==> src/rtl/dteq_pkg.sv <==
// Package with shared types, constants and codes of the timer event queue.
`timescale 1ns / 1ps
`default_nettype none
package dteq_pkg;

  localparam int QUEUE_DEPTH_DEF = 32;
  localparam logic [15:0] TICK_PERIOD_RST = 16'd1000;
  localparam int TIME_W = 48;
  localparam int ID_W = 31;
  localparam int TAG_W = 32;
  localparam int DELAY_W = 32;

  // Command codes.
  localparam logic [2:0] CMD_TICK  = 3'd0;
  localparam logic [2:0] CMD_ADD   = 3'd1;
  localparam logic [2:0] CMD_DEL   = 3'd2;
  localparam logic [2:0] CMD_SET   = 3'd3;
  localparam logic [2:0] CMD_UNSET = 3'd4;

  // Result kind codes.
  localparam logic [2:0] KIND_ADD  = 3'd0;
  localparam logic [2:0] KIND_DEL  = 3'd1;
  localparam logic [2:0] KIND_EVT  = 3'd2;
  localparam logic [2:0] KIND_SLOT = 3'd3;
  localparam logic [2:0] KIND_DONE = 3'd4;

  typedef struct packed {
    logic [2:0]         command;
    logic [DELAY_W-1:0] delay_us;
    logic [TAG_W-1:0]   event_tag;
    logic [ID_W-1:0]    event_id;
  } in_word_t;

  typedef struct packed {
    logic [2:0]       kind;
    logic [ID_W-1:0]  result_id;
    logic [TAG_W-1:0] result_tag;
    logic             ok;
    logic             last;
  } out_word_t;

  // One table entry as stored in memory.
  typedef struct packed {
    logic [TIME_W-1:0] deadline;
    logic [TAG_W-1:0]  tag;
    logic [ID_W-1:0]   ident;
  } entry_t;

  localparam int ENTRY_W = $bits(entry_t);

  // Commands from the controller to the datapath.
  typedef struct packed {
    logic load_in;      // capture input word
    logic adv_time;     // now += period
    logic clr_idx;      // index = 0
    logic inc_idx;      // index++
    logic dec_idx;      // index--
    logic set_idx_cnt;  // index = count
    logic rd_idx;       // read entry at index
    logic rd_idx_p1;    // read entry at index+1
    logic rd_idx_m1;    // read entry at index-1
    logic wr_hold;      // write held entry at index
    logic wr_new;       // write new entry at index
    logic cnt_inc;
    logic cnt_dec;
    logic id_inc;
    logic slot_set;
    logic slot_clr;
    logic emit;
    logic [2:0] emit_kind;
    logic emit_ok;
    logic emit_last;
    logic emit_entry;   // take id/tag from read entry
    logic emit_slot;    // take tag from slot
    logic emit_newid;   // take id from next id
    logic emit_reqid;   // take id from request
  } ctl_cmd_t;

  // Status from the datapath to the controller.
  typedef struct packed {
    logic [2:0] command;
    logic       idx_lt_cnt;   // index < count
    logic       idx_zero;
    logic       cnt_full;
    logic       cnt_zero;
    logic       rd_expired;   // read deadline <= now
    logic       rd_le_new;    // read deadline <= new deadline
    logic       rd_id_match;
    logic       slot_fire;
    logic       idx_p1_lt_cnt;
  } ctl_sts_t;

endpackage
`default_nettype wire

==> src/rtl/dteq_ctrl.sv <==
// Controller state machine of the timer event queue.
`timescale 1ns / 1ps
`default_nettype none
module dteq_ctrl
  import dteq_pkg::*;
(
  input  wire logic clk,
  input  wire logic rst_n,
  input  wire logic start,
  output logic      busy,
  input  ctl_sts_t  sts,
  output ctl_cmd_t  cmd
);

  typedef enum logic [12:0] {
    S_IDLE     = 13'b0000000000001,
    S_DISPATCH = 13'b0000000000010,
    S_TK_RD    = 13'b0000000000100,
    S_TK_CHK   = 13'b0000000001000,
    S_TK_SHR   = 13'b0000000010000,
    S_TK_SHW   = 13'b0000000100000,
    S_TK_END   = 13'b0000001000000,
    S_AD_RD    = 13'b0000010000000,
    S_AD_CHK   = 13'b0000100000000,
    S_DL_RD    = 13'b0001000000000,
    S_DL_CHK   = 13'b0010000000000,
    S_WAIT     = 13'b0100000000000,
    S_TK_DONE  = 13'b1000000000000
  } state_t;

  state_t state_r, state_nxt;
  logic   del_r, del_nxt; // shift-down pass belongs to a delete
  logic   start_acc;

  assign busy      = state_r != S_IDLE;
  assign start_acc = start && !busy;

  // Next state and commands.
  always_comb begin
    state_nxt = state_r;
    del_nxt   = del_r;
    cmd       = '0;
    case (state_r)
      S_IDLE: begin
        if (start_acc) begin
          cmd.load_in = 1'b1;
          state_nxt   = S_DISPATCH;
        end
      end
      S_DISPATCH: begin
        case (sts.command)
          CMD_TICK: begin
            cmd.adv_time = 1'b1;
            cmd.clr_idx  = 1'b1;
            state_nxt    = S_TK_RD;
          end
          CMD_ADD: begin
            if (sts.cnt_full) begin
              cmd.emit       = 1'b1;
              cmd.emit_kind  = KIND_ADD;
              cmd.emit_last  = 1'b1;
              cmd.emit_newid = 1'b1;
              cmd.id_inc     = 1'b1;
              state_nxt      = S_WAIT;
            end else begin
              cmd.set_idx_cnt = 1'b1;
              state_nxt       = S_AD_RD;
            end
          end
          CMD_DEL: begin
            cmd.clr_idx = 1'b1;
            state_nxt   = S_DL_RD;
          end
          CMD_SET, CMD_UNSET: begin
            cmd.slot_set  = sts.command == CMD_SET;
            cmd.slot_clr  = sts.command == CMD_UNSET;
            cmd.emit      = 1'b1;
            cmd.emit_kind = KIND_DONE;
            cmd.emit_ok   = 1'b1;
            cmd.emit_last = 1'b1;
            state_nxt     = S_WAIT;
          end
          default: begin
            cmd.emit      = 1'b1;
            cmd.emit_kind = KIND_DONE;
            cmd.emit_last = 1'b1;
            state_nxt     = S_WAIT;
          end
        endcase
      end
      // Tick: look at the head entry.
      S_TK_RD: begin
        if (sts.cnt_zero) begin
          state_nxt = S_TK_END;
        end else begin
          cmd.rd_idx = 1'b1;
          state_nxt  = S_TK_CHK;
        end
      end
      S_TK_CHK: begin
        if (sts.rd_expired) begin
          cmd.emit       = 1'b1;
          cmd.emit_kind  = KIND_EVT;
          cmd.emit_ok    = 1'b1;
          cmd.emit_entry = 1'b1;
          del_nxt        = 1'b0;
          state_nxt      = S_TK_SHR;
        end else begin
          state_nxt = S_TK_END;
        end
      end
      // Shift entries above the index down by one.
      S_TK_SHR: begin
        if (sts.idx_p1_lt_cnt) begin
          cmd.rd_idx_p1 = 1'b1;
          state_nxt     = S_TK_SHW;
        end else begin
          cmd.cnt_dec = 1'b1;
          cmd.clr_idx = 1'b1;
          state_nxt   = del_r ? S_WAIT : S_TK_RD;
          if (del_r) begin
            cmd.emit       = 1'b1;
            cmd.emit_kind  = KIND_DEL;
            cmd.emit_ok    = 1'b1;
            cmd.emit_last  = 1'b1;
            cmd.emit_reqid = 1'b1;
          end
        end
      end
      S_TK_SHW: begin
        state_nxt = S_TK_DONE;
      end
      S_TK_DONE: begin
        cmd.wr_hold = 1'b1;
        cmd.inc_idx = 1'b1;
        state_nxt   = S_TK_SHR;
      end
      S_TK_END: begin
        cmd.emit      = 1'b1;
        cmd.emit_ok   = 1'b1;
        if (sts.slot_fire) begin
          cmd.slot_clr  = 1'b1;
          cmd.emit_kind = KIND_SLOT;
          cmd.emit_slot = 1'b1;
        end else begin
          cmd.emit_kind = KIND_DONE;
          cmd.emit_last = 1'b1;
          state_nxt     = S_WAIT;
        end
      end
      // Add: walk down from the top, shifting larger deadlines up.
      S_AD_RD: begin
        if (sts.idx_zero) begin
          cmd.wr_new     = 1'b1;
          cmd.cnt_inc    = 1'b1;
          cmd.id_inc     = 1'b1;
          cmd.emit       = 1'b1;
          cmd.emit_kind  = KIND_ADD;
          cmd.emit_ok    = 1'b1;
          cmd.emit_last  = 1'b1;
          cmd.emit_newid = 1'b1;
          state_nxt      = S_WAIT;
        end else begin
          cmd.rd_idx_m1 = 1'b1;
          state_nxt     = S_AD_CHK;
        end
      end
      S_AD_CHK: begin
        if (sts.rd_le_new) begin
          cmd.wr_new     = 1'b1;
          cmd.cnt_inc    = 1'b1;
          cmd.id_inc     = 1'b1;
          cmd.emit       = 1'b1;
          cmd.emit_kind  = KIND_ADD;
          cmd.emit_ok    = 1'b1;
          cmd.emit_last  = 1'b1;
          cmd.emit_newid = 1'b1;
          state_nxt      = S_WAIT;
        end else begin
          // hold_r takes the read entry this cycle; write it one slot up next.
          state_nxt = S_TK_SHW;
          del_nxt   = 1'b1;
        end
      end
      // Delete: linear search by id.
      S_DL_RD: begin
        if (sts.idx_lt_cnt) begin
          cmd.rd_idx = 1'b1;
          state_nxt  = S_DL_CHK;
        end else begin
          cmd.emit       = 1'b1;
          cmd.emit_kind  = KIND_DEL;
          cmd.emit_last  = 1'b1;
          cmd.emit_reqid = 1'b1;
          state_nxt      = S_WAIT;
        end
      end
      S_DL_CHK: begin
        if (sts.rd_id_match) begin
          del_nxt   = 1'b1;
          state_nxt = S_TK_SHR;
        end else begin
          cmd.inc_idx = 1'b1;
          state_nxt   = S_DL_RD;
        end
      end
      S_WAIT: begin
        state_nxt = S_IDLE;
      end
      default: begin
        state_nxt = S_IDLE;
      end
    endcase
    // The add path reuses the shift states: redirect them.
    if (state_r == S_TK_SHW && sts.command == CMD_ADD) begin
      cmd.wr_hold = 1'b0;
      state_nxt   = S_AD_RD;
    end
    if (state_r == S_TK_DONE && sts.command == CMD_ADD) begin
      cmd.wr_hold = 1'b0;
      cmd.inc_idx = 1'b0;
      state_nxt   = S_AD_RD;
    end
  end

  always_ff @(posedge clk) begin
    if (!rst_n) begin
      state_r <= S_IDLE;
      del_r   <= 1'b0;
    end else begin
      state_r <= state_nxt;
      del_r   <= del_nxt;
    end
  end

endmodule
`default_nettype wire

==> config.mk <==
export PLATFORM = sky130hd
export DESIGN_NAME = dteq_ctrl
export DESIGN_NICKNAME = d
export VERILOG_FILES = /design/src/rtl/dteq_pkg.sv /design/src/rtl/dteq_ctrl.sv
export SDC_FILE = /design/constraint.sdc
export NUM_CORES = 1
export LEC_CHECK = 0
export ABC_AREA = 1
export BUFFER_PORTS_ARGS = -buffer_cell sky130_fd_sc_hd__buf_2
export CAP_MARGIN = 10
export CELL_PAD_IN_SITES_DETAIL_PLACEMENT = 1
export CELL_PAD_IN_SITES_GLOBAL_PLACEMENT = 1
export CORE_MARGIN = 1.5
export CORE_UTILIZATION = 34
export CTS_BUF_LIST = sky130_fd_sc_hd__clkbuf_4
export DETAILED_ROUTE_END_ITERATION = 16
export PLACE_DENSITY_LB_ADDON = 0.1
export SKIP_LAST_GASP = 1
export SYNTH_ARGS = -nofsm -noshare
export SYNTH_HDL_FRONTEND = slang
export SYNTH_SLANG_ARGS = --single-unit
==> constraint.sdc <==
create_clock -name clk -period 1.6 [get_ports clk]
set_input_delay 0.16 -clock clk [delete_from_list [all_inputs] [get_ports clk]]
set_output_delay 0.16 -clock clk [all_outputs]
set_load 0.05 [all_outputs]
== Yosys cells after proc, flatten, opt, wreduce, memory -nomap -nowiden ==
Index checks and enable logic that the tools add are counted.
Widths: inputs -> output; s select.
Cells by class
  equal/unequal tests: 24
  muxes and demuxes: 77
  bitwise operators: 1
  reduce and logical (&&, ||, !) cells: 12
Operators with widths (count)
  $pmux 13 s12: 1
  $mux 12: 6
  $pmux 13 s3: 1
  $mux 1: 38
  $pmux 4 s7: 1
  $mux 13: 2
  $mux 6: 4
  $mux 8: 2
  $mux 7: 2
  $eq 13x1->1 const B: 1
  $eq 13x10->1 const B: 1
  $eq 13x11->1 const B: 1
  $eq 13x13->1 const B: 1
  $eq 13x2->1 const B: 1
  $eq 13x3->1 const B: 1
  $eq 13x4->1 const B: 1
  $eq 13x5->1 const B: 1
  $eq 13x6->1 const B: 1
  $eq 13x7->1 const B: 1
  $eq 13x8->1 const B: 1
  $eq 13x9->1 const B: 1
  $ne 13x1->1 const B: 1
  $pmux 1 s2: 6
  $pmux 1 s6: 2
  22 further kinds: 36
Storage, ports and cells
  register bits: 14
  input bits: 15
  output and inout bits: 27
  logic and storage cells: 117

== Logic depth before layout (Yosys ltp) ==
  depth in word-level cells: 7
  mapped depth: 13
  depth with buffers taken out: 13

== Worst setup path after synthesis ==
No wires, ideal clock.
  kind: register -> output
  from: register state_r[8]
  to: output cmd[12] in the netlist's numbering
  data arrival time: 2142 ps
  required time: 1440 ps
  slack: -702 ps
  cell stages (with the launch flop): 9
  buffers on the path: 1
  cell sequence: dfxtp_1 > nor2_2 > nand3_2 > inv_2 > nand2_1 > o21ai_2 > inv_1 > nand2_1 > buf_4
RTL lines
  start, declared: RTL line dteq_ctrl.sv:31  | state_t state_r, state_nxt;
  start signal, assigned: RTL line dteq_ctrl.sv:231  | state_r <= state_nxt;
  end, declared: RTL line dteq_ctrl.sv:12  | output ctl_cmd_t cmd

==> out/results.ini <==
[critical_path]
worstPathMaxFanout = 5
path_delay_family = simple AND/OR/NAND/NOR gates
endpoint_kind = output port
crit_slowest_cell = dfxtp_2
worstReg2RegEnd = state_r[0]
critPathLaunchType = flop
cp-startpoint = state_r[1]
max_stage_delay_ns = 0.37
critPathRequiredTime_ns = 1.44
rrSetupSlack_ns = -0.31
critPathBufInv = 3
endpoint = cmd[6]
crit_type = flop to output port
cp_cell_sequence = nor2_4 > nand2_4 > buf_6 > nor3_4 > buf_6 > nand2_4 > nand3_4 > buf_8
r2r_cells = 11
cp.depth = 8
worstPathArrival_ns = 1.89
r2r-start = state_r[1]

[grt]
grt_pass1_wl_um = 7520
grt_use_total_pct = 27.7
antenna_found_initial = 0
grt_pass1_vias = 1562
grt_max_degree = 9
gr-total-overflow = 0

[yosys]
yosysTopAreaCell = dfxtp_1
ys_top_cells_by_area = dfxtp_1 (24%), nand2_1 (13%), nor2_1 (10%)
syn-instance-count = 189
synth_top_area_share_pct = 24.0
ys_seq_elements = 14
synth_nets = 204
ys_types = 29
ys_seq_area_share_pct = 24.0
yosys_warnings = 0
synth_area_um2 = 1170
avgSynthCellArea_um2 = 6.18

[detailed_routing]
drt_iter0_markers = 119
antenna_left = 0
drt_wl_total_um = 6920
vias_per_cell = 5.43
vias = 1712
wl_per_cell_um = 22.0
drc = 0
first_pass_iters = 4

[clock_network]
insertion_delay_ns = 0.32
cts_buffers = 3
cts_buffer_depth = 2
cts_root_buf = clkbuf_4
htree_num_levels = 1
path_clk_slew_ns = 0.11
clkSinkCount = 14
cts_tree = yes

[sta]
setup_ws_ns = -0.447
setup_viol = 40
hold_ws_ns = 0.0799
finalCritPeriodShare_pct = 128
rsz0062_at_grt = true
fmax_ghz = 0.489
hold_viol = 0
setup_tns_ns = -10.57
finalCriticalPeriod_ns = 2.05
finClkSkew_ns = 0.0191
slew_viol_final = 0

[power]
power_frac_clock_pct = 26.2
p_seq_share_pct = 39.0
p_total_mw = 0.926
peakVddDrop_v = 0.000298
switching_share_pct = 38.7
power.switching_mw = 0.358
p_int_mw = 0.568
power.density_nw_per_um2 = 406
p_leak_nw = 1.15
p_comb_share_pct = 34.8

[place]
dpl.hpwl_um = 3350
port_buffers = 40
gp_congestion = 0.846
placed_area_um2 = 1660

[final_layout]
fin_area_um2 = 2280
final_nets = 285
diodes = 0
syn2layout_area_growth_pct = 95.1
nFillCells = 387
multi_input_comb_area_um2 = 1030
final_common_cell = buf_4
drive_gt1_share_pct = 62.5
final_cell_mix = buf_4 (32), nand2_1 (27), inv_1 (24), nor2_1 (20), buf_6 (19)
seq_area_um2 = 298

[floorplan]
start_util_pct = 35.3
die_w_um = 61.6
num_rows = 21
design.die.area_um2 = 3800
die_h_um = 61.6
core-area_um2 = 3310
ios = 42

[run_status]
violations = negative setup slack
status = finished, violations left

[hold_path]
min_path_type = primary input to flop

[flow_run]
maxCapViolCount = 0

## metrics by stage
step	std cells	utilization, %	worst slack, ns
after global routing	315	68.9	-0.466
after global placement	292	50.3	-0.0585
after detailed placement	292	50.3	-0.0918
after CTS	305	60.4	-0.317
after floorplan	189	-	-0.300
final	315	68.9	-0.447
## cells by family (layout without fill, tap and decap cells)
| family | after synthesis | after routing | synth area share, % |
|---|---|---|---|
| buf+inv | 39 | 119 | 13.5 |
| flops | 14 | 14 | 24.0 |
| compound gates | 16 | 16 | 8.89 |
| other cells | 1 | 1 | 0.321 |
| simple gates | 119 | 119 | 53.3 |
## cells in the mapped netlist
master,number
a21boi_1,1
a21oi_1,3
a21oi_2,1
a31oi_1,1
buf_4,3
conb_1,1
dfxtp_1,14
inv_1,27
inv_2,9
nand2_1,41
nand2_2,7
nand2_4,3
nand3_1,11
nand3_2,2
nand3b_1,2
nand4_1,3
nor2_1,32
nor2_2,4
nor2_4,6
nor2_8,1
nor3_1,3
nor3_2,2
nor3b_1,2
o21a_1,2
o21ai_0,2
o21ai_1,2
o21ai_2,2
o22ai_1,1
o31ai_1,1
## layer usage
metal / vias up / wire length, µm / GRT usage [%]
met5: - / 0 / 0
met4: 0 / 369 / 7.60
met3: 31 / 431 / 2.73
met2: 89 / 3490 / 51.1
met1: 846 / 2630 / 33.8
li1: 746 / - / -
## what timing repair did
action,in CTS,in global routing
hold buffers,0,0
buffers inserted,9,11
gates resized for setup,71,54
pin swaps,12,17
cloned,0,0
hold endpoints to repair,0,0
setup endpoints to repair,33,39
## worst reg2reg max path, delay by kind of cell, from the launching register on
family                 cells  cell delay, ns
buffers and inverters      4            0.53
AOI/OAI and AO/OA          1            0.08
and+or+nand+nor            6            0.83
DFF                        1            0.37
## sequential cells by signal, summed over array words and instances, names as in the netlist
signal and cells:
del_r 1, state_r 13
## how the worst min path moves through the flow
stage	from	to	cells after the start
final	sts[7]	state_r[8]	2
after global placement	sts[7]	state_r[8]	2
after floorplan	rst_n	state_r[0]	1
after CTS	sts[7]	state_r[8]	2
after global routing	sts[7]	state_r[8]	2
after detailed placement	sts[7]	state_r[8]	2
## power by group through the flow
stage                     clock network, mW  registers, mW  logic (mW)
after floorplan                           0          0.368       0.142
after global placement                    0          0.369       0.205
after detailed placement                  0          0.370       0.210
after CTS                             0.233          0.363       0.247
after global routing                  0.256          0.362       0.337
final                                 0.242          0.362       0.322
## layout make-up
cell class,count,area share [%]
clock buffers,3,0.988
clock inverters,1,0.165
multi-input cells,136,45.0
inverters,36,6.26
flip-flops and latches,14,13.1
repair buffers,79,32.0
well taps,46,2.52
No activity file was read; power rests on OpenSTA's default activity.
